`src/sv/tdpm_pkg.sv`:
```
// Shared constants, request and register codes, and the control/status
// structs that pass between the rank mapper's controller and its datapath.
// No dependencies.
package tdpm_pkg;

  localparam int MAX_BASE   = 16;
  localparam int MAX_DIGITS = 8;

  localparam int RANK_W = 32;                  // rank and image width
  localparam int VAL_W  = $clog2(MAX_BASE);    // digit value width
  localparam int POS_W  = $clog2(MAX_DIGITS);  // digit position width
  localparam int IDX_W  = 4;                   // entry_index / entry_value width
  localparam int BASE_W = 5;                   // base register width
  localparam int CNT_W  = 4;                   // digit_count register width
  localparam int ACT_W  = 3;                   // active_component register width
  localparam int REQ_W  = 2;
  localparam int CFG_IDX_W  = 2;
  localparam int CFG_DATA_W = 5;

  // Restoring divider: quotient bits produced per cycle, division steps per digit
  localparam int DIV_BITS  = 4;
  localparam int DIV_STEPS = RANK_W / DIV_BITS;
  localparam int STEP_W    = $clog2(DIV_STEPS);

  localparam logic [BASE_W-1:0] BASE_RESET   = BASE_W'(2);
  localparam logic [CNT_W-1:0]  DIGITS_RESET = CNT_W'(1);

  typedef enum logic [REQ_W-1:0] {
    REQ_LOAD_VALUE = 2'd0,
    REQ_LOAD_POS   = 2'd1,
    REQ_MAP        = 2'd2
  } req_e;

  typedef enum logic [CFG_IDX_W-1:0] {
    CFG_BASE   = 2'd0,
    CFG_DIGITS = 2'd1,
    CFG_ACTIVE = 2'd2,
    CFG_ALL    = 2'd3
  } cfg_reg_e;

  typedef struct packed {
    logic             load_value;
    logic             load_pos;
    logic             start;
    logic             div_step;
    logic             place;
    logic [POS_W-1:0] digit_idx;
    logic             comp_step;
    logic [POS_W-1:0] comp_idx;
    logic             emit;
    logic             emit_err;
  } tdpm_cmd_t;

  typedef struct packed {
    logic [CNT_W-1:0] digits;     // saturated digit count
    logic             rank_over;  // rank not below base^digits
  } tdpm_status_t;

endpackage

```
`src/sv/tdpm_datapath.sv`:
```
// Datapath of the rank mapper: configuration registers, value and position
// tables, digit divider, placed-digit registers, recomposition and output.
// Depends on tdpm_pkg.
module tdpm_datapath import tdpm_pkg::*; (
  input  logic                  clk_i,
  input  logic                  rst_ni,
  input  logic                  cfg_we_i,
  input  logic [CFG_IDX_W-1:0]  cfg_index_i,
  input  logic [CFG_DATA_W-1:0] cfg_data_i,
  input  logic [IDX_W-1:0]      entry_index_i,
  input  logic [IDX_W-1:0]      entry_value_i,
  input  logic [RANK_W-1:0]     source_rank_i,
  input  tdpm_cmd_t             cmd_i,
  output tdpm_status_t          status_o,
  output logic [RANK_W-1:0]     image_rank_o,
  output logic                  rank_error_o
);

  logic [BASE_W-1:0] base_q;
  logic [CNT_W-1:0]  digits_q;
  logic [ACT_W-1:0]  active_q;
  logic              all_q;

  logic [VAL_W-1:0] value_map_q [MAX_BASE];
  logic [POS_W-1:0] pos_map_q   [MAX_DIGITS];
  logic [VAL_W-1:0] placed_q    [MAX_DIGITS];

  logic [RANK_W-1:0] div_q, div_d;
  logic [VAL_W-1:0]  rem_q, rem_d;
  logic [RANK_W-1:0] acc_q;
  logic [RANK_W-1:0] image_q;
  logic              error_q;

  logic [BASE_W-1:0]   n_eff;
  logic [CNT_W-1:0]    m_eff;
  logic [VAL_W-1:0]    mapped;
  logic [POS_W-1:0]    pos;
  logic [RANK_W+BASE_W-1:0] prod;
  logic [VAL_W:0]      trial;

  assign n_eff = (base_q > BASE_W'(MAX_BASE)) ? BASE_W'(MAX_BASE) : base_q;
  assign m_eff = (digits_q > CNT_W'(MAX_DIGITS)) ? CNT_W'(MAX_DIGITS) : digits_q;

  assign status_o.digits    = m_eff;
  assign status_o.rank_over = (n_eff == '0) || (div_q != '0);

  // Restoring division of the remaining rank by the radix, DIV_BITS per cycle
  always_comb begin
    rem_d = rem_q;
    div_d = div_q;
    trial = '0;
    for (int k = 0; k < DIV_BITS; k++) begin
      trial = {rem_d, div_d[RANK_W-1]};
      div_d = {div_d[RANK_W-2:0], 1'b0};
      if (trial >= n_eff) begin
        trial    = trial - n_eff;
        div_d[0] = 1'b1;
      end
      rem_d = trial[VAL_W-1:0];
    end
  end

  assign mapped = (all_q || (cmd_i.digit_idx == active_q)) ? value_map_q[rem_q] : rem_q;
  assign pos    = pos_map_q[cmd_i.digit_idx];
  assign prod   = acc_q * n_eff;

  always_ff @(posedge clk_i or negedge rst_ni) begin
    if (!rst_ni) begin
      base_q   <= BASE_RESET;
      digits_q <= DIGITS_RESET;
      active_q <= '0;
      all_q    <= 1'b0;
    end else if (cfg_we_i) begin
      unique case (cfg_reg_e'(cfg_index_i))
        CFG_BASE:   base_q   <= cfg_data_i[BASE_W-1:0];
        CFG_DIGITS: digits_q <= cfg_data_i[CNT_W-1:0];
        CFG_ACTIVE: active_q <= cfg_data_i[ACT_W-1:0];
        CFG_ALL:    all_q    <= cfg_data_i[0];
        default: ;
      endcase
    end
  end

  always_ff @(posedge clk_i) begin
    if (cmd_i.load_value) begin
      value_map_q[entry_index_i] <= entry_value_i;
    end
    if (cmd_i.load_pos && (entry_index_i[IDX_W-1:POS_W] == '0)) begin
      pos_map_q[entry_index_i[POS_W-1:0]] <= entry_value_i[POS_W-1:0];
    end

    if (cmd_i.start) begin
      div_q <= source_rank_i;
      rem_q <= '0;
      acc_q <= '0;
      for (int j = 0; j < MAX_DIGITS; j++) begin
        placed_q[j] <= '0;
      end
    end else begin
      if (cmd_i.div_step) begin
        div_q <= div_d;
        rem_q <= rem_d;
      end
      if (cmd_i.place) begin
        rem_q <= '0;
        if ({1'b0, pos} < m_eff) begin
          placed_q[pos] <= mapped;
        end
      end
      if (cmd_i.comp_step) begin
        acc_q <= prod[RANK_W-1:0] + RANK_W'(placed_q[cmd_i.comp_idx]);
      end
    end

    if (cmd_i.emit) begin
      image_q <= cmd_i.emit_err ? '0 : acc_q;
      error_q <= cmd_i.emit_err;
    end
  end

  assign image_rank_o = image_q;
  assign rank_error_o = error_q;

endmodule

```
`src/sv/tdpm_ctrl.sv`:
```
// Controller of the rank mapper: sequences digit division, placement,
// range check, recomposition and the output handshake.
// Depends on tdpm_pkg.
module tdpm_ctrl import tdpm_pkg::*; (
  input  logic             clk_i,
  input  logic             rst_ni,
  input  logic             in_valid_i,
  output logic             in_stall_o,
  input  logic [REQ_W-1:0] req_type_i,
  output logic             out_valid_o,
  input  logic             out_stall_i,
  input  tdpm_status_t     status_i,
  output tdpm_cmd_t        cmd_o
);

  typedef enum logic [2:0] {
    S_IDLE,
    S_DIV,
    S_PLACE,
    S_CHECK,
    S_COMPOSE,
    S_EMIT
  } state_e;

  state_e            state_q;
  logic [STEP_W-1:0] step_q;
  logic [CNT_W-1:0]  cnt_q;
  logic [CNT_W-1:0]  cnt_m1;
  logic              err_q;
  logic              out_valid_q;
  logic              accept;
  logic              emit_ok;

  assign in_stall_o  = (state_q != S_IDLE);
  assign out_valid_o = out_valid_q;
  assign accept      = in_valid_i && !in_stall_o;
  assign emit_ok     = !out_valid_q || !out_stall_i;
  assign cnt_m1      = cnt_q - CNT_W'(1);

  always_comb begin
    cmd_o = '0;
    unique case (state_q)
      S_IDLE: begin
        if (accept) begin
          unique case (req_e'(req_type_i))
            REQ_LOAD_VALUE: cmd_o.load_value = 1'b1;
            REQ_LOAD_POS:   cmd_o.load_pos   = 1'b1;
            REQ_MAP:        cmd_o.start      = 1'b1;
            default: ;
          endcase
        end
      end
      S_DIV: cmd_o.div_step = 1'b1;
      S_PLACE: begin
        cmd_o.place     = 1'b1;
        cmd_o.digit_idx = cnt_q[POS_W-1:0];
      end
      S_COMPOSE: begin
        cmd_o.comp_step = (cnt_q != '0);
        cmd_o.comp_idx  = cnt_m1[POS_W-1:0];
      end
      S_EMIT: begin
        cmd_o.emit     = emit_ok;
        cmd_o.emit_err = err_q;
      end
      default: ;
    endcase
  end

  always_ff @(posedge clk_i or negedge rst_ni) begin
    if (!rst_ni) begin
      state_q     <= S_IDLE;
      step_q      <= '0;
      cnt_q       <= '0;
      err_q       <= 1'b0;
      out_valid_q <= 1'b0;
    end else begin
      if ((state_q == S_EMIT) && emit_ok) begin
        out_valid_q <= 1'b1;
      end else if (!out_stall_i) begin
        out_valid_q <= 1'b0;
      end
      unique case (state_q)
        S_IDLE: begin
          if (cmd_o.start) begin
            cnt_q   <= '0;
            step_q  <= '0;
            state_q <= (status_i.digits == '0) ? S_CHECK : S_DIV;
          end
        end
        S_DIV: begin
          if (step_q == STEP_W'(DIV_STEPS - 1)) begin
            step_q  <= '0;
            state_q <= S_PLACE;
          end else begin
            step_q <= step_q + STEP_W'(1);
          end
        end
        S_PLACE: begin
          if ((cnt_q + CNT_W'(1)) == status_i.digits) begin
            state_q <= S_CHECK;
          end else begin
            cnt_q   <= cnt_q + CNT_W'(1);
            state_q <= S_DIV;
          end
        end
        S_CHECK: begin
          if (status_i.rank_over) begin
            err_q   <= 1'b1;
            state_q <= S_EMIT;
          end else begin
            err_q   <= 1'b0;
            cnt_q   <= status_i.digits;
            state_q <= S_COMPOSE;
          end
        end
        S_COMPOSE: begin
          if (cnt_q == '0) begin
            state_q <= S_EMIT;
          end else begin
            cnt_q <= cnt_m1;
          end
        end
        S_EMIT: begin
          if (emit_ok) begin
            state_q <= S_IDLE;
          end
        end
        default: state_q <= S_IDLE;
      endcase
    end
  end

endmodule

```
`src/sv/tuple_digit_permutation_mapper.sv`:
```
// Top level of the tuple digit permutation mapper: joins the controller
// and the datapath. Depends on tdpm_pkg, tdpm_ctrl and tdpm_datapath.
//
// Usage
//   Input channel (in_valid_i / in_stall_o) carries one transaction per item:
//   req_type 0 loads a value map entry, 1 loads a position map entry, 2 maps
//   source_rank; code 3 is dropped. Loads and dropped codes give no result
//   and do not stall the input. A map transaction splits the rank into
//   digit_count base-n digits, permutes their positions, maps the values of
//   the active digit (or of all digits) and returns image_rank and rank_error
//   on the output channel (out_valid_o / out_stall_i). A map transaction
//   holds the input stalled until its result is emitted. The radix divider
//   yields four quotient bits a cycle to split off each digit, which is then
//   placed; after a range check, recomposition takes one multiply-add per
//   digit, and an out-of-range rank skips it.
//   The result sits in an output register, so the next transaction is taken
//   while a result waits; a further map result waits in the final state
//   until the receiver drops stall, and the input stays stalled meanwhile.
//   Reset clears the configuration to base 2, one digit, component 0, single
//   mode, and empties the output; the maps hold nothing until loaded. The
//   user makes cfg_we_i configuration writes only while idle (not enforced).
module tuple_digit_permutation_mapper import tdpm_pkg::*; (
  input  logic                  clk_i,
  input  logic                  rst_ni,
  input  logic                  cfg_we_i,
  input  logic [CFG_IDX_W-1:0]  cfg_index_i,
  input  logic [CFG_DATA_W-1:0] cfg_data_i,
  input  logic                  in_valid_i,
  output logic                  in_stall_o,
  input  logic [REQ_W-1:0]      req_type_i,
  input  logic [IDX_W-1:0]      entry_index_i,
  input  logic [IDX_W-1:0]      entry_value_i,
  input  logic [RANK_W-1:0]     source_rank_i,
  output logic                  out_valid_o,
  input  logic                  out_stall_i,
  output logic [RANK_W-1:0]     image_rank_o,
  output logic                  rank_error_o
);

  tdpm_cmd_t    cmd;
  tdpm_status_t status;

  // Sequence the digit loop and own both handshakes
  tdpm_ctrl u_ctrl (
    .clk_i       (clk_i),
    .rst_ni      (rst_ni),
    .in_valid_i  (in_valid_i),
    .in_stall_o  (in_stall_o),
    .req_type_i  (req_type_i),
    .out_valid_o (out_valid_o),
    .out_stall_i (out_stall_i),
    .status_i    (status),
    .cmd_o       (cmd)
  );

  // Hold tables and configuration, divide, place and recompose
  tdpm_datapath u_datapath (
    .clk_i         (clk_i),
    .rst_ni        (rst_ni),
    .cfg_we_i      (cfg_we_i),
    .cfg_index_i   (cfg_index_i),
    .cfg_data_i    (cfg_data_i),
    .entry_index_i (entry_index_i),
    .entry_value_i (entry_value_i),
    .source_rank_i (source_rank_i),
    .cmd_i         (cmd),
    .status_o      (status),
    .image_rank_o  (image_rank_o),
    .rank_error_o  (rank_error_o)
  );

endmodule

```
`config.mk`:
```
export PLATFORM = sky130hd
export DESIGN_NAME = tuple_digit_permutation_mapper
export DESIGN_NICKNAME = d
export VERILOG_FILES = /design/src/sv/tdpm_pkg.sv /design/src/sv/tdpm_datapath.sv /design/src/sv/tdpm_ctrl.sv /design/src/sv/tuple_digit_permutation_mapper.sv
export SDC_FILE = /design/constraint.sdc
export NUM_CORES = 1
export LEC_CHECK = 0
export ABC_CLOCK_PERIOD_IN_PS = 16700
export BUFFER_PORTS_ARGS = -buffer_cell sky130_fd_sc_hd__buf_2
export CORE_ASPECT_RATIO = 0.8
export CORE_MARGIN = 5
export CORE_UTILIZATION = 35
export DETAILED_ROUTE_END_ITERATION = 8
export PLACE_DENSITY = 0.55
export SYNTH_ARGS = -nofsm -noshare
export SYNTH_HDL_FRONTEND = slang
export SYNTH_SLANG_ARGS = --single-unit
```
`constraint.sdc`:
```
create_clock -name clk_i -period 16.7 [get_ports clk_i]
set_input_delay 0.835 -clock clk_i [delete_from_list [all_inputs] [get_ports clk_i]]
set_output_delay 0.835 -clock clk_i [all_outputs]
set_load 0.02 [all_outputs]
```
**Yosys cells after proc, flatten, opt, wreduce, memory -nomap -nowiden**

Memories as Yosys holds them, arrays and structs flattened. A register that Yosys moved wholly into a read port is not among the register bits.
Index checks and enable logic that the tools add are counted.

- Add/sub/neg operators: 8
- $mul: 1
- $lt $le $gt $ge: 7
- Equality and inequality tests: 21
- Multiplexer cells: 56
- Bitwise gates (word level): 1
- Reductions and logical operators: 30

Operator list:

| kind | number |
|---|---|
| $mux 32 | 2 |
| $mux 4 | 15 |
| $add 32x4->32 | 1 |
| $mul 32x5->32 | 1 |
| $reduce_bool 32->1 | 1 |
| $mux 3 | 9 |
| $mux 1 | 23 |
| $ge 5x5->1 | 4 |
| $pmux 3 s6 | 1 |
| $pmux 4 s4 | 1 |
| $sub 4x4->4 | 4 |
| $reduce_and 2->1 | 5 |
| $eq 3x3->1 const B | 3 |
| $logic_not 4->1 | 2 |
| $ne 2x1->1 const B | 4 |
| $ne 2x2->1 const B | 4 |
| $reduce_bool 4->1 | 2 |
| $eq 2x2->1 const B | 3 |
| $eq 3x2->1 const B | 2 |
| $mux 2 | 3 |
| $pmux 3 s2 | 1 |
| $gt 5x5->1 const B | 1 |
| $logic_not 5->1 | 1 |
| $mux 5 | 1 |
| other kinds (21) | 30 |

- Register bits after elaboration: 126
- Memory bits (writable): 120
- Output and inout port bits: 35
- Word-level logic and storage cells: 141
- Memories kept: 3

Memory list:

| memory | words | bits a word | rd ports | clocked after memory_dff | write ports | line | RTL |
|---|---|---|---|---|---|---|---|
| u_datapath.value_map_q | 16 | 4 | 1 | 1 | 1 | tdpm_datapath.sv:24 | `logic [VAL_W-1:0] value_map_q [MAX_BASE];` |
| u_datapath.placed_q | 8 | 4 | 1 | 0 | 8 | tdpm_datapath.sv:26 | `logic [VAL_W-1:0] placed_q [MAX_DIGITS];` |
| u_datapath.pos_map_q | 8 | 3 | 1 | 0 | 1 | tdpm_datapath.sv:25 | `logic [POS_W-1:0] pos_map_q [MAX_DIGITS];` |

**Depth between registers and ports, before layout**

Gate-level depths: netlist of the first run.

- Word-level depth: 12
- Depth in mapped cells: 31

**Cells and area by module**

Synthesis of the first run repeated with hierarchy kept, for this count alone.

- Cell total of the unflattened synthesis: 1405
- Area total of the unflattened synthesis: 16295.6 um2

Modules (own cells, without submodules):

| module | instances | cells an instance | area each (um2) | sequential area each (um2) |
|---|---|---|---|---|
| tdpm_datapath | 1 | 1300 | 15372.2 | 6683.9 |
| tdpm_ctrl | 1 | 105 | 923.4 | 300.3 |

**Worst setup path after synthesis of the first run**

Ideal clock, no wire load.

- Path type: register -> register
- Start point: register u_datapath.base_q[1]
- End point: register (tool-made name)
- Library setup time: 0.097 ns
- Arrival: 6.670 ns
- Path slack: 9.933 ns
- Stages on the path, launching flop included: 32
- Path buffers: 2
- Cell sequence: dfstp_2 > nor2b_1 > clkbuf_1 > inv_1 > ha_1 > a21o_1 > a21o_1 > a21o_1 > a21o_1 > mux2_2 > ha_1 > or2_2 > a21oi_1 > a31oi_1 > nor2_1 > a21oi_1 > ha_1 > nor2b_1 > o21ai_0 > a31oi_1 > a211oi_2 > mux2_2 > inv_1 > ha_1 > a21o_1 > a21o_1 > a21o_1 > a21o_1 > clkbuf_1 > nor2_1 > a22oi_1 > a211oi_1

RTL lines:

| what | line | RTL |
|---|---|---|
| start, declared | tdpm_datapath.sv:19 | `logic [BASE_W-1:0] base_q;` |
| start signal, assigned | tdpm_datapath.sv:75 | `CFG_BASE: base_q <= cfg_data_i[BASE_W-1:0];` |

==> flow_summary.toml, run 1 <==
[run_status]
status = "complete, no violations"

[logic_synthesis]
synth_fp_nets = 1776
synth_edf_count = 185
synth-warning-count = 0
syn_area_mm2 = 0.0162
async_flop_share = 0.100
synthFlopType = "edfxtp_1"
synth_seq_cells = 250
ys_types = 83
syn_area_per_cell_um2 = 10.5
seq_area_frac_synth = 0.432
netlist_instances = 1544

[floorplan]
start_util = 0.354
row_count = 70
die_h_um = 202
io-pin-count = 89
die_area_mm2 = 0.0506
die-width_um = 250
coreArea_mm2 = 0.0457

[flow_run]
maxCapViolCount = 0

[sta]
maxSlewHeadroom = 0.279
fin_crit_ns = 7.55
slew_violations = 0
finalSetupTns_ns = 0
fmax_mhz = 133
hold-worst-slack_ns = 0.249
fin_ws_ns = 9.15
hold_viol_final = 0
fin_worst_skew_ns = 0.0509
grt_setup_unrepaired = "no"
setup_violations = 0
period_share = 0.452
worst_pin_slew_ns = 1.08

[detailed_routing]
drtAntennaViolNets = 0
drt-total-wl_um = 38600
drtIter0Drc = 714
vias_per_cell = 4.96
wl_per_cell_um = 17.2
num_vias = 11200
drc = 0
first_pass_iters = 5

[place]
numPortBuffers = 88
place_ws_ns = 9.13
hpwlAfterDp_um = 27800
dpl.cell_count = 2196
gp_congestion = 0.820

[clock_tree]
clk_latency_ns = 0.60
ctsResizeCount = 0
clk_pin_slew_worst_paths_ns = 0.06
h-tree-depth = 1
cts_buffer_depth = 3
ctsHoldBuffers = 0
numClockSinks = 250
post_cts_buffers = 0
cts_tree = "yes"
cts_buffers = 28
clock-root-buffer = "clkbuf_16"

[global_routing]
grt_overflow_total = 0
grtUsageTotal = 0.153
groute.layer.met3.usage = 0.0239
antenna_found_initial = 1
grt-busiest-layer = "met2"
grt_pass1_wl_um = 63600
use_met2 = 0.239
grt_pass1_vias = 11600
grtUsageMet1 = 0.229
grt_max_degree = 63

[worst_setup_path]
cp-start-kind = "register"
worst-setup-path-type = "register to register"
cp_common_cell = "a21o_1"
cp_num_buf_inv = 4
critPathCaptureType = "register"
crit_fanout = 33
crit_path_top_delay_cell = "a31oi_1"
critPathMaxStageDelay_ns = 0.67
arrival_ns = 8.04
reg2reg_depth = 30
required_ns = 17.19
r2r-start = "u_datapath.base_q[1]"
cp-startpoint = "u_datapath.base_q[1]"
rrSetupSlack_ns = 9.15
cpLargestDelayFamily = "compound AO/OA/AOI/OAI gates"

[layout]
nNetsFinal = 1846
drive_gt1_frac = 0.134
layout.cells.non_filler = 2248
syn2layout_area_growth_pct = 12.0
antenna_cells = 0

[worst_hold_path]
hp-class = "primary input to async pin"

[pwr]
p_per_area_mw_per_mm2 = 185
power_uw = 3360
p_leak_uw = 0.00741
ir_worst_vdd_v = 0.000226
## power by group
group / internal (µW) / switching [µW]
clock network: 347 / 267
logic: 740 / 984
registers: 850 / 167
total: 1940 / 1420
## placed cells by master, fill, tap and decap left out, types with 16 or more instances in the layout
cell type,count
nand2_1,279
clkbuf_16,28
a21oi_1,64
ha_1,88
mux4_2,20
dfxtp_1,40
mux2_2,19
xor2_1,16
dfrtp_1,23
xnor2_1,25
o21ai_0,36
edfxtp_1,185
inv_1,119
buf_2,88
fa_1,90
nor2_1,113
nand3_1,44
and2_1,100
## cells in the mapped netlist, drive strengths merged (12+ instances only)
| cell | count | area share |
|---|---|---|
| a21oi | 68 | 0.022 |
| nand2 | 282 | 0.066 |
| ha | 88 | 0.068 |
| and2 | 101 | 0.039 |
| fa | 90 | 0.11 |
| clkbuf | 45 | 0.012 |
| dfrtp | 23 | 0.036 |
| nor2 | 113 | 0.026 |
| xor2 | 16 | 0.0087 |
| inv | 119 | 0.028 |
| o21ai | 40 | 0.013 |
| mux2 | 19 | 0.013 |
| mux4 | 20 | 0.028 |
| xnor2 | 25 | 0.014 |
| buf | 15 | 0.0060 |
| nor2b | 13 | 0.0050 |
| dfxtp | 40 | 0.050 |
| mux2i | 15 | 0.010 |
| a211oi | 16 | 0.0077 |
| nand3 | 45 | 0.014 |
| nor3 | 12 | 0.0037 |
| edfxtp | 185 | 0.34 |
| a21o | 14 | 0.0065 |
## metrics by stage
step,cell area [µm²],utilization
after detailed placement,17200,0.376
final,18100,0.396
after CTS,18100,0.396
after global placement,17200,0.376
after global routing,18100,0.396
after floorplan,16200,-
## worst max-delay path by stage
stage | endpoint | slack, ns | cells past startpoint
after detailed placement | register | 9.13 | 30
after global routing | register | 8.32 | 30
after CTS | register | 9.10 | 30
final | register | 9.15 | 30
after global placement | register | 9.39 | 30
after floorplan | register | 9.93 | 31
## state kept, by name (all words and copies together), names as in the netlist, named ones only
register,flops
u_ctrl.step_q,3
u_ctrl.state_q,3
u_datapath.value_map_q,64
u_ctrl.cnt_q,4
u_datapath.placed_q,32
u_datapath.all_q,1
u_datapath.rem_q,4
u_datapath.rank_error_o,1
u_datapath.base_q,5
u_ctrl.out_valid_o,1
u_datapath.acc_q,32
u_datapath.image_rank_o,32
u_ctrl.err_q,1
u_datapath.pos_map_q,24
u_datapath.active_q,3
u_datapath.div_q,32
u_datapath.digits_q,4
## layer usage
layer,share of wire,wire length [µm]
met4,0.017,673
met1,0.50,19200
met2,0.44,16900
met3,0.046,1770
met5,0.00023,9
## cell type report
cell class	count	area (µm²)
repair buffers	100	531
inverters	120	450
clock inverters	18	183
clock buffers	34	733
well taps	612	766
multi-input cells	1114	8470
flip-flops and latches	250	6980
fillers	4528	27600
## worst reg2reg max path: cells and delay by family (launching register included)
family / cells / cell delay (ns)
muxes: 1 / 0.45
AOI/OAI and AO/OA: 14 / 3.32
buffers and inverters: 4 / 0.81
DFF: 1 / 0.54
and+or+nand+nor: 7 / 1.11
adders and majority gates: 4 / 1.20
## kinds of logic (layout without fill, tap and decap cells)
| kind of cell | count (synthesis) | after routing | synth area share |
|---|---|---|---|
| simple gates | 632 | 632 | 0.183 |
| flops | 250 | 250 | 0.432 |
| compound gates | 208 | 208 | 0.0845 |
| buf+inv | 180 | 272 | 0.0462 |
| fa+ha+maj | 178 | 178 | 0.179 |
| mux | 54 | 54 | 0.0513 |
| xor+xnor | 42 | 42 | 0.0236 |
Power figures use the tool's default switching activity.
==> inputs of run 2 (changes only) <==
--- a/config.mk
+++ b/config.mk
@@ -5,13 +5,14 @@
 export SDC_FILE = /design/constraint.sdc
 export NUM_CORES = 1
 export LEC_CHECK = 0
-export ABC_CLOCK_PERIOD_IN_PS = 16700
+export ABC_AREA = 1
+export ABC_CLOCK_PERIOD_IN_PS = 6500
 export BUFFER_PORTS_ARGS = -buffer_cell sky130_fd_sc_hd__buf_2
 export CORE_ASPECT_RATIO = 0.8
 export CORE_MARGIN = 5
 export CORE_UTILIZATION = 35
 export DETAILED_ROUTE_END_ITERATION = 8
-export PLACE_DENSITY = 0.55
+export PLACE_DENSITY = 0.56
 export SYNTH_ARGS = -nofsm -noshare
 export SYNTH_HDL_FRONTEND = slang
 export SYNTH_SLANG_ARGS = --single-unit
==> constraint.sdc (replaced) <==
create_clock -name clk_i -period 6.5 [get_ports clk_i]
set_input_delay 0.325 -clock clk_i [delete_from_list [all_inputs] [get_ports clk_i]]
set_output_delay 0.325 -clock clk_i [all_outputs]
set_load 0.02 [all_outputs]
==> run 2 against run 1 <==
First-iteration DRC count increased by 26%. Count of clock-buffer cells in the layout increased by 11. Global-route usage increased by 0.63 points. Critical path depth increased by 8.
==> flow_summary.toml, run 2 <==
[run_status]
status = "complete, no violations"

[sta]
period_share = 0.933
worst_pin_slew_ns = 1.05
slew_violations = 0
hold_viol_final = 0
maxSlewHeadroom = 0.296
fin_crit_ns = 6.06
fin_worst_skew_ns = 0.0450
hold-worst-slack_ns = 0.0221
setup_violations = 0
fmax_mhz = 165

[pwr]
p_per_area_mw_per_mm2 = 490
p_clk_frac = 0.172
ir_worst_vdd_v = 0.000398
p_seq_frac = 0.276
power_uw = 9330
p_int_uw = 5030
p_comb_frac = 0.552
p_leak_uw = 0.00874
p_sw_uw = 4300
swShare = 0.461

[floorplan]
die-width_um = 254
coreArea_mm2 = 0.0470
start_util = 0.354
row_count = 71
io-pin-count = 89
die_area_mm2 = 0.0520
die_h_um = 205

[worst_setup_path]
crit_path_top_delay_cell = "dfstp_2"
crit_fanout = 8
arrival_ns = 6.56
cpLargestDelayFamily = "compound AO/OA/AOI/OAI gates"
critPathCaptureType = "register"
worst-setup-path-type = "register to register"
cp_common_cell = "nand2_1"
critPathMaxStageDelay_ns = 0.53
cp_num_buf_inv = 5
cp-start-kind = "register"
required_ns = 6.99

[layout]
nNetsFinal = 2238
layout.cells.non_filler = 2650
syn2layout_area_growth_pct = 14.4
final_cell_mix = "nand2_1, inv_1, nor2_1"
largest_reg_flops = 64
final_common_cell = "nand2_1"
antenna_cells = 0
final_util = 0.405
drive_gt1_frac = 0.104
largest-register = "u_datapath.value_map_q"
stdcell_area_mm2 = 0.0190

[clock_tree]
numClockSinks = 250
clk_pin_slew_worst_paths_ns = 0.06
clock-root-buffer = "clkbuf_16"
cts_buffer_depth = 3
cts_buffers = 30
cts_tree = "yes"
h-tree-depth = 1
clk_latency_ns = 0.61

[detailed_routing]
drtIter0Drc = 900
drc = 0
drt-total-wl_um = 41400
wl_per_cell_um = 15.6
drtAntennaViolNets = 0
num_vias = 13000
vias_per_cell = 4.89
first_pass_iters = 5

[logic_synthesis]
synth_edf_count = 185
synth_top_cell_area_share = 0.334
synth_fp_nets = 2122
synth-warning-count = 0
syn_area_mm2 = 0.0166
yosysMostFrequentCell = "nand2_1"
synthFlopType = "edfxtp_1"
yosysTopAreaCell = "edfxtp_1"
synth_seq_cells = 250
synth_commonest_cells = "nand2_1, inv_1, nor2_1"
netlist_instances = 1890
yosys-top-cells-area = "edfxtp_1, fa_1, nand2_1, inv_1, ha_1"
syn_area_per_cell_um2 = 8.80
async_flop_share = 0.100
ys_types = 57
seq_area_frac_synth = 0.420

[global_routing]
antenna_found_initial = 0
grtUsageTotal = 0.159
grt_pass1_wl_um = 68000
grt_pass1_vias = 13100
grt_max_degree = 89
grt_overflow_total = 0

[place]
dpl.cell_count = 2564
gp_congestion = 0.885
hpwlAfterDp_um = 30600
placed_area_mm2 = 0.0178
numPortBuffers = 88

[flow_run]
maxCapViolCount = 0

[worst_hold_path]
hp-class = "primary input to register"
## run 2: cell types whose count changed in the layout (fill, tap and decap cells not counted), sizes merged, moves of 20 or more
cell | before | now
mux4 | 20 | 0
nand2 | 282 | 375
dlygate4sd3 | 0 | 27
o21ai | 40 | 147
nor2 | 113 | 228
inv | 121 | 330
a21oi | 68 | 108
nand4 | 5 | 26
and2 | 101 | 0
## run 2: per-stage QoR
| step | setup WS, ns | setup TNS, ns |
|---|---|---|
| 2_1_floorplan | 0.267 | 0 |
| 3_3_place_gp | 0.135 | 0 |
| 3_5_place_dp | -0.114 | -0.521 |
| 4_1_cts | 0.0199 | 0 |
| 5_1_grt | -0.00694 | -0.0139 |
| 6_report | 0.436 | 0 |
## run 2: final cells by class
class,instances,area [µm²]
fill,4702,28000
clock buffer,45,827
tap,620,776
clock inverter,11,104
sequential,250,6990
multi-input combinational,1257,8240
timing repair buffer,135,861
inverter,332,1250
## run 2: repair_timing
action                                 4_1_cts  5_1_grt
gates resized for setup                      1        8
setup buffers                                0        3
setup endpoints to repair                    8        9
hold buffers                                27        0
endpoints found under the hold margin       49        0
pin swaps                                    0        3
## run 2: power groups by stage
stage	Sequential (µW)	Combinational, µW	Clock [µW]
floorplan	2480	3710	0
global placement	2590	4750	0
detailed placement	2600	4880	0
CTS	2570	4950	1650
global route	2620	5890	1720
finish	2570	5150	1600
## run 2: layer usage
| layer | track usage | vias up | part of all wire |
|---|---|---|---|
| met4 | 0.0403 | 0 | 0.023 |
| met2 | 0.247 | 313 | 0.43 |
| met1 | 0.235 | 6191 | 0.49 |
| met3 | 0.0231 | 66 | 0.054 |
| met5 | 0 | - | 0 |
| li1 | - | 6382 | - |
## run 2: logic make-up (layout without fill, tap and decap cells)
kind of cell / Yosys count / count (layout) / share of synthesized area
AOI/OAI and AO/OA: 311 / 311 / 0.106
xor gates and xnor gates: 35 / 35 / 0.0184
adders and majority gates: 178 / 178 / 0.174
buffers and inverters: 383 / 523 / 0.0881
DFF: 250 / 250 / 0.420
muxes: 16 / 16 / 0.00963
and+or+nand+nor: 717 / 717 / 0.183
## run 2: worst paths after layout
check	start	to	slack, ns	depth (start not counted)
max	u_datapath.base_q[1]	register	0.44	38
min reg2reg	u_datapath.base_q[0]	u_datapath.base_q[0]	0.49	2
max in group asynchronous	rst_ni	u_datapath.base_q[0]	5.86	2
max reg2reg	u_datapath.base_q[1]	register	0.44	38
min	source_rank_i[23]	u_datapath.div_q[23]	0.02	3
min in group asynchronous	rst_ni	u_ctrl.out_valid_o	0.25	2
## run 2: worst register-to-register path: cells and delay by family (launching register included)
family,cells,cell delay (ns)
AOI/OAI and AO/OA,14,2.32
adders and majority gates,4,1.26
buffers and inverters,5,0.35
DFF,1,0.53
and+or+nand+nor,15,1.51
==> inputs of run 3 (changes only) <==
--- a/config.mk
+++ b/config.mk
@@ -5,7 +5,6 @@
 export SDC_FILE = /design/constraint.sdc
 export NUM_CORES = 1
 export LEC_CHECK = 0
-export ABC_AREA = 1
 export ABC_CLOCK_PERIOD_IN_PS = 6500
 export BUFFER_PORTS_ARGS = -buffer_cell sky130_fd_sc_hd__buf_2
 export CORE_ASPECT_RATIO = 0.8
==> run 3 against run 2 <==
Wire length down 5.2%. Core utilization grew 0.20 points. Clock skew fell by 0.019 ns. Setup slack got worse by 0.13 ns. Die area down 2.7%. Sequential share of layout area up 0.84 points. First-iteration DRC count fell by 26%. Register-to-register slack lost 0.13 ns. Design area fell by 2.2%. Combinational power is 4.9% lower. Power is 1.5% lower. Critical path type unchanged. Largest cell class unchanged.
==> flow_summary.toml, run 3 (synthesized netlist as in run 1, its figures left out) <==
[layout]
largest-register = "u_datapath.value_map_q"
layout.cells.non_filler = 2283
largest_reg_flops = 64
drive_gt1_frac = 0.147
final_common_cell = "nand2_1"
final_util = 0.407
syn2layout_area_growth_pct = 15.1
fillers = 4463
nNetsFinal = 1879
antenna_cells = 0
final_cell_mix = "nand2_1, edfxtp_1, inv_1"

[detailed_routing]
drtIter0Drc = 663
drc = 0
num_vias = 11500
first_pass_iters = 5
vias_per_cell = 5.04
drt-total-wl_um = 39300
wl_per_cell_um = 17.2
drtAntennaViolNets = 0

[sta]
slew_violations = 0
fin_crit_ns = 6.20
fin_worst_skew_ns = 0.0256
period_share = 0.953
hold_viol_final = 0
fmax_mhz = 161
setup_violations = 0
maxSlewHeadroom = 0.245
worst_pin_slew_ns = 1.13

[place]
numPortBuffers = 88
hpwlAfterDp_um = 27800
dpl.cell_count = 2204
gp_congestion = 0.829

[worst_setup_path]
cp-start-kind = "register"
arrival_ns = 6.70
cp_num_buf_inv = 2
critPathCaptureType = "register"
path_depth = 28
critPathMaxStageDelay_ns = 0.56
worst-setup-path-type = "register to register"
r2r-start = "u_datapath.base_q[1]"
crit_path_top_delay_cell = "dfstp_2"
cp_common_cell = "a21o_1"
cpLargestDelayFamily = "compound AO/OA/AOI/OAI gates"
cp-startpoint = "u_datapath.base_q[1]"
reg2reg_depth = 28
required_ns = 7.00
rrSetupSlack_ns = 0.30
crit_fanout = 10

[clock_tree]
cts_buffers = 30
h-tree-depth = 1
cts_tree = "yes"
clk_latency_ns = 0.59
clk_pin_slew_worst_paths_ns = 0.06
cts_buffer_depth = 3
clock-root-buffer = "clkbuf_16"
numClockSinks = 250

[floorplan]
die-width_um = 250
io-pin-count = 89
die_h_um = 202
start_util = 0.354
coreArea_mm2 = 0.0457
die_area_mm2 = 0.0506
row_count = 70

[global_routing]
antenna_found_initial = 1
grt_max_degree = 63
grtUsageTotal = 0.152
grt_overflow_total = 0
grt_pass1_wl_um = 63300
grt_pass1_vias = 11600

[flow_run]
maxCapViolCount = 0

[pwr]
p_per_area_mw_per_mm2 = 494
power_uw = 9190
ir_worst_vdd_v = 0.000654
p_leak_uw = 0.00760

[worst_hold_path]
hp-class = "primary input to register"
hold_depth = 3

[run_status]
status = "complete, no violations"
run 3: changes by cell type in the layout (fill, tap and decap cells not counted), moves of 13 or more:
| cell | delta |
|---|---|
| inv_1 | -201 |
| nor2_1 | -108 |
| and2_1 | +100 |
| nand2_1 | -85 |
| o21ai_0 | -75 |
| a21oi_1 | -40 |
| o21ai_1 | -27 |
| mux4_2 | +20 |
| mux2_2 | +18 |
| nand3_1 | -15 |
| xnor2_1 | +14 |
| nand4_1 | -13 |
run 3: timing repair:
item                                    CTS  global route
endpoints found under the hold margin    43             0
gates cloned                              0             0
gates resized for setup                   1            18
pin swaps                                 0             2
hold buffers                             21             0
setup buffers                             0             2
endpoints found under the setup margin    4             9
run 3: worst min path at each step:
stage	start	end	slack, ns
finish	source_rank_i[21]	u_datapath.div_q[21]	0.02
global route	source_rank_i[24]	u_datapath.div_q[24]	0.01
CTS	source_rank_i[21]	u_datapath.div_q[21]	0.0006
detailed placement	rst_ni	u_datapath.all_q	0.39
global placement	rst_ni	u_datapath.all_q	0.38
floorplan	rst_ni	u_ctrl.cnt_q[0]	0.03
run 3: layout make-up:
| cell class | count | area (µm²) | area share |
|---|---|---|---|
| flip-flops and latches | 250 | 6990 | 0.375 |
| multi-input cells | 1114 | 8570 | 0.460 |
| repair buffers | 131 | 816 | 0.0438 |
| inverters | 120 | 450 | 0.0242 |
| well taps | 612 | 766 | 0.0411 |
| clock inverters | 24 | 269 | 0.0145 |
| clock buffers | 32 | 758 | 0.0407 |
run 3: per-stage QoR:
step	instance area, µm²	hold WS [ns]	setup WS [ns]	setup TNS, ns
6_report	18600	0.0165	0.303	0
5_1_grt	18600	0.0147	-0.00592	-0.0118
4_1_cts	18500	0.000563	0.0224	0
3_5_place_dp	17300	0.387	0.0154	0
3_3_place_gp	17300	0.379	0.229	0
2_1_floorplan	16200	0.0294	0.00121	0
run 3: worst register-to-register path: cells and delay by family, from the launching register on:
| kind | cells | cell delay, ns |
|---|---|---|
| AO/OA/AOI/OAI | 15 | 2.51 |
| buffers and inverters | 2 | 0.27 |
| flip-flops | 1 | 0.56 |
| AND/OR/NAND/NOR | 5 | 0.91 |
| multiplexers | 2 | 0.69 |
| adder cells (fa/ha/maj) | 4 | 1.19 |
run 3: layer usage:
metal | share of wire | global-route usage | wire length, µm
met1 | 0.49 | 0.227 | 19300
met2 | 0.44 | 0.237 | 17400
met3 | 0.047 | 0.0225 | 1830
met4 | 0.019 | 0.0325 | 754
met5 | 0 | 0 | 0
run 3: where the power goes:
| part | internal, µW | switching, µW | total (µW) |
|---|---|---|---|
| logic | 2150 | 2760 | 4900 |
| registers | 2190 | 375 | 2560 |
| clock network | 1010 | 716 | 1730 |
| total | 5350 | 3850 | 9190 |
